[config.mk]
export PLATFORM = sky130hd
export DESIGN_NAME = vn3_sqrt
export DESIGN_NICKNAME = d
export VERILOG_FILES = /design/src/hw/rtl/vn3_pkg.sv /design/src/hw/rtl/vn3_sqrt.sv
export SDC_FILE = /design/constraint.sdc
export NUM_CORES = 2
export LEC_CHECK = 0
export BUFFER_PORTS_ARGS = -buffer_cell sky130_fd_sc_hd__buf_2
export CAP_MARGIN = 20
export CORE_MARGIN = 4
export CORE_UTILIZATION = 28
export CTS_CLUSTER_DIAMETER = 80
export DETAILED_ROUTE_END_ITERATION = 16
export GPL_ROUTABILITY_DRIVEN = 1
export GPL_TIMING_DRIVEN = 0
export HOLD_SLACK_MARGIN = 0.12
export MAX_ROUTING_LAYER = met4
export SLEW_MARGIN = 10
export SYNTH_ARGS = -nofsm -noshare
export SYNTH_HDL_FRONTEND = slang
export SYNTH_SLANG_ARGS = --single-unit
[constraint.sdc]
create_clock -name clock -period 4.9 [get_ports clock]
set_clock_uncertainty 0.15 [all_clocks]
set_input_delay 0.735 -clock clock [delete_from_list [all_inputs] [get_ports clock]]
set_output_delay 0.735 -clock clock [all_outputs]
set_load 0.05 [all_outputs]
[src/hw/rtl/vn3_pkg.sv]
// Shared constants and types for the 3-D vector normalizer.
// Used by every module of the block; depends on nothing.
`timescale 1ns / 1ps

package vn3_pkg;

   localparam int COMPONENT_WIDTH_DEFAULT = 32;

   // Result is signed Q2.30; the unsigned root is at most 2^30.
   localparam int OUT_W    = 32;
   localparam int ROOT_W   = 31;
   localparam int QUOT_W   = 61;   // floor(c^2 * 2^60 / S) is at most 2^60
   localparam int FRONT_LAT = 4;
   localparam int DIV_LAT  = QUOT_W;
   localparam int SQRT_LAT = ROOT_W;

   localparam logic [OUT_W-1:0] ONE_Q30 = 32'h4000_0000;

   typedef struct packed {
      logic [2:0] neg;
      logic       zero;
   } vn3_meta_type;

endpackage

[src/hw/rtl/vn3_sqrt.sv]
// Digit-by-digit integer square root, one root bit per pipeline stage.
// Depends on vn3_pkg.
`timescale 1ns / 1ps

module vn3_sqrt (
   input  logic                       clock,
   input  logic                       en,
   input  logic [vn3_pkg::QUOT_W-1:0] rad,
   output logic [vn3_pkg::ROOT_W-1:0] root
);
   import vn3_pkg::*;

   localparam int XW = 2 * ROOT_W;
   localparam int RW = ROOT_W + 3;

   logic [RW-1:0]     rem_ff  [SQRT_LAT];
   logic [ROOT_W-1:0] root_ff [SQRT_LAT];
   logic [XW-1:0]     x_ff    [SQRT_LAT];

   for (genvar s = 0; s < SQRT_LAT; s++) begin : g_stage
      logic [RW-1:0]     rem_cur;
      logic [ROOT_W-1:0] root_cur;
      logic [XW-1:0]     x_cur;
      logic [RW+1:0]     part;
      logic [RW+1:0]     trial;
      logic [RW+1:0]     diff;
      logic              ge;

      if (s == 0) begin : g_first
         assign rem_cur  = '0;
         assign root_cur = '0;
         assign x_cur    = {{(XW-QUOT_W){1'b0}}, rad};
      end else begin : g_next
         assign rem_cur  = rem_ff[s-1];
         assign root_cur = root_ff[s-1];
         assign x_cur    = x_ff[s-1];
      end

      assign part  = {rem_cur, x_cur[XW-1:XW-2]};
      assign trial = {{(RW-ROOT_W){1'b0}}, root_cur, 2'b01};
      assign diff  = part - trial;
      assign ge    = (part >= trial);

      always_ff @(posedge clock) begin
         if (en) begin
            rem_ff[s]  <= ge ? diff[RW-1:0] : part[RW-1:0];
            root_ff[s] <= {root_cur[ROOT_W-2:0], ge};
            x_ff[s]    <= {x_cur[XW-3:0], 2'b00};
         end
      end
   end

   assign root = root_ff[SQRT_LAT-1];

endmodule

==> impl_metrics.env <==
export IMPL_final_cell_mix="2,390 x edfxtp_1, 656 x inv_1, 584 x nand2_1"
export IMPL_rsz0062_at_grt="false"
export IMPL_antenna_found_initial=3
export IMPL_synth_edf_count=2390
export IMPL_synthCells=8629
export IMPL_powerDensity_mw_per_mm2=461.9
export IMPL_synth_cell_type_count=95
export IMPL_crit_required_ps=5350
export IMPL_stdcell_area_mm2=0.1290
export IMPL_via_per_inst=4.567
export IMPL_setup_ws_ps=210.4
export IMPL_cts_made_buffers=285
export IMPL_reg2reg_from="root_ff[12][18]$_DFFE_PP_"
export IMPL_h_tree_depth=5
export IMPL_nNetsFinal=9680
export IMPL_vias=66510
export IMPL_crit_fanout=10
export IMPL_vdd_drop_max_v=0.0003461
export IMPL_setup_viol=0
export IMPL_yosysSeqAreaShare=0.6444
export IMPL_clk_latency_ps=940
export IMPL_wl_per_cell_um=15.51
export IMPL_p_leak_nw=47.94
export IMPL_core_mm2=0.3960
export IMPL_hold_start="x_ff[1][7]$_DFFE_PP_"
export IMPL_die_h_um=638.7
export IMPL_worstHoldPathType="flip-flop to flip-flop"
export IMPL_start_kind="flip-flop"
export IMPL_finalHoldViolCount=0
export IMPL_min_delay_path_depth=0
export IMPL_yosys_area_top_type="edfxtp_1"
export IMPL_relSlewSlack=0.3160
export IMPL_slew_violations=0
export IMPL_final_common_cell="edfxtp_1"
export IMPL_start_util=0.2813
export IMPL_ys_flop_type="edfxtp_1"
export IMPL_drc=0
export IMPL_fin_crit_sh=0.9571
export IMPL_place_ws_ps=-659.6
export IMPL_grt_use_total=0.1107
export IMPL_layout_drive_gt1_share=0.07534
export IMPL_synth_seq_cells=2390
export IMPL_routed_wl_um=225800
export IMPL_num_io_pins=94
export IMPL_grt_pass1_vias=65259
export IMPL_grt_overflow=0
export IMPL_cts_root_buf="clkbuf_16"
export IMPL_routabilityCongestion=0.8723
export IMPL_die_area_mm2=0.4079
export IMPL_synthArstFlopShare=0
export IMPL_syn_nets=9219
export IMPL_die_w_um=638.7
export IMPL_grt_max_degree=164
export IMPL_dpl_cell_area_mm2=0.1189
export IMPL_end_kind="flip-flop"
export IMPL_clk_pin_slew_ps=60
export IMPL_drv_cap=0
export IMPL_rr_endpoint="rem_ff[12][41]$_DFFE_PP_"
export IMPL_io_buffers=93
export IMPL_status="completed"
export IMPL_synth_area_mm2=0.1114
export IMPL_min_to="x_ff[1][69]$_DFFE_PP_"
export IMPL_tightest_slew_ps=1017
export IMPL_post_cts_setup_buffer_count=0
export IMPL_clock_sinks=2390
export IMPL_utilization=0.3257
export IMPL_critical_path_class="flip-flop to flip-flop"
export IMPL_yosys_area_top_type_share=0.6444
export IMPL_rows=231
export IMPL_cts_max_path_buffers=4
export IMPL_hpwlAfterDp_um=161600
export IMPL_rr_worst_depth=11
export IMPL_fmax_mhz=213.2
export IMPL_synth_avg_cell_area_um2=12.91
export IMPL_grt_pass1_wl_um=358000
export IMPL_first_pass_iters=6
export IMPL_cts_tree="built"
export IMPL_min_period_ps=4690
export IMPL_ant_nets=0
export IMPL_cp_arrival_ps=5140
export IMPL_dr_first_iter_drc_count=4594
export IMPL_syn_to_final_growth_pct=15.79
export IMPL_regToRegSetupSlack_ps=210
export IMPL_ys_top_cells_by_area="edfxtp_1 64%, ha_1 5.9%, xor2_1 3.5%"
export IMPL_yosysWarnings=0
-- per-layer routing --
metal,track usage,share of wire
met1,0.1374,0.44
met2,0.1842,0.49
met3,0.01830,0.045
met4,0.03532,0.032
met5,-,0
-- cell usage after synthesis (all sizes together), types with 50 or more instances --
cell type,count
o21ai,447
edfxtp,2390
nor3,228
a21o,198
nor4,138
nand2,586
o21bai,50
o21a,91
nand4,86
xnor2,367
a21oi,565
inv,658
nor2,555
mux2,65
nand2b,113
or3,88
ha,527
or4,78
nand3,147
clkbuf,137
nor2b,71
xor2,441
-- registers in the layout, summed over array words and instances, names as in the netlist --
register	count
root_ff	496
rem_ff	964
x_ff	930
-- per-stage QoR --
stage / power, mW / hold WS (ps) / TNS, ps / std cells
4_1_cts: 60.46 / 184.8 / 0 / 14558
3_3_place_gp: 40.32 / 250.1 / - / 13964
5_1_grt: 62.93 / 200.9 / 0 / 14562
2_1_floorplan: 35.37 / 250.3 / 0 / 8629
6_report: 59.56 / 179.3 / 0 / 14562
3_5_place_dp: 38.88 / 254.5 / -99540 / 13982
-- logic make-up (layout without fill, tap and decap cells) --
group / count (synthesis) / after routing / synth area share
DFF: 2390 / 2390 / 0.6444
and+or+nand+nor: 2293 / 2293 / 0.1024
AOI/OAI and AO/OA: 1719 / 1719 / 0.09543
buffers and inverters: 821 / 1510 / 0.02793
xor gates and xnor gates: 808 / 808 / 0.06354
adders and majority gates: 527 / 527 / 0.05920
muxes: 70 / 70 / 0.007089
other: 1 / 3 / 0.00003367
-- worst max-delay path by stage --
stage,cells after the start,to,from
after floorplan,13,rem_ff[14][18]$_DFFE_PP_,rem_ff[13][36]$_DFFE_PP_
after global placement,1,root_ff[15][21]$_DFFE_PP_,en
after detailed placement,7,x_ff[1][17]$_DFFE_PP_,en
after CTS,11,rem_ff[13][61]$_DFFE_PP_,x_ff[13][58]$_DFFE_PP_
after global routing,11,rem_ff[13][61]$_DFFE_PP_,x_ff[13][58]$_DFFE_PP_
final,11,rem_ff[12][41]$_DFFE_PP_,root_ff[12][18]$_DFFE_PP_
-- cell type report --
class                   instances  area, µm²
clock inverters               174       1912
repair buffers                175       1602
fillers                     39261     267000
diodes                          2      5.005
plain buffers                 161      634.4
clock buffers                 341       7470
well taps                    5242       6559
flip-flops and latches       2390      71770
inverters                     659       2474
multi-input cells            5418      36540
-- where the power goes --
group	switching, mW	internal (mW)	leakage [nW]
Clock	8.55	12.5	4.55
Combinational	6.46	4.65	20.4
Sequential	1.63	25.8	23.0
Total	16.6	42.9	47.9
-- what timing repair did --
action                                  CTS  global route
hold buffers                             61             0
endpoints found under the hold margin    61             0
endpoints found under the setup margin   11            57
gates cloned                              0             1
pin swaps                                 0             0
resized for setup                         4             3
-- worst max-delay path, stage by stage, from the launching register on --
cell      delay (ps)
edfxtp_1         370
inv_1             50
ha_1             260
clkbuf_1         300
nand4_1          170
or4b_2           760
nor3_1           450
a311o_1          260
o21bai_2         270
clkbuf_1         600
clkbuf_1         530
a21oi_1          190
No activity file was read; power rests on OpenSTA's default activity.
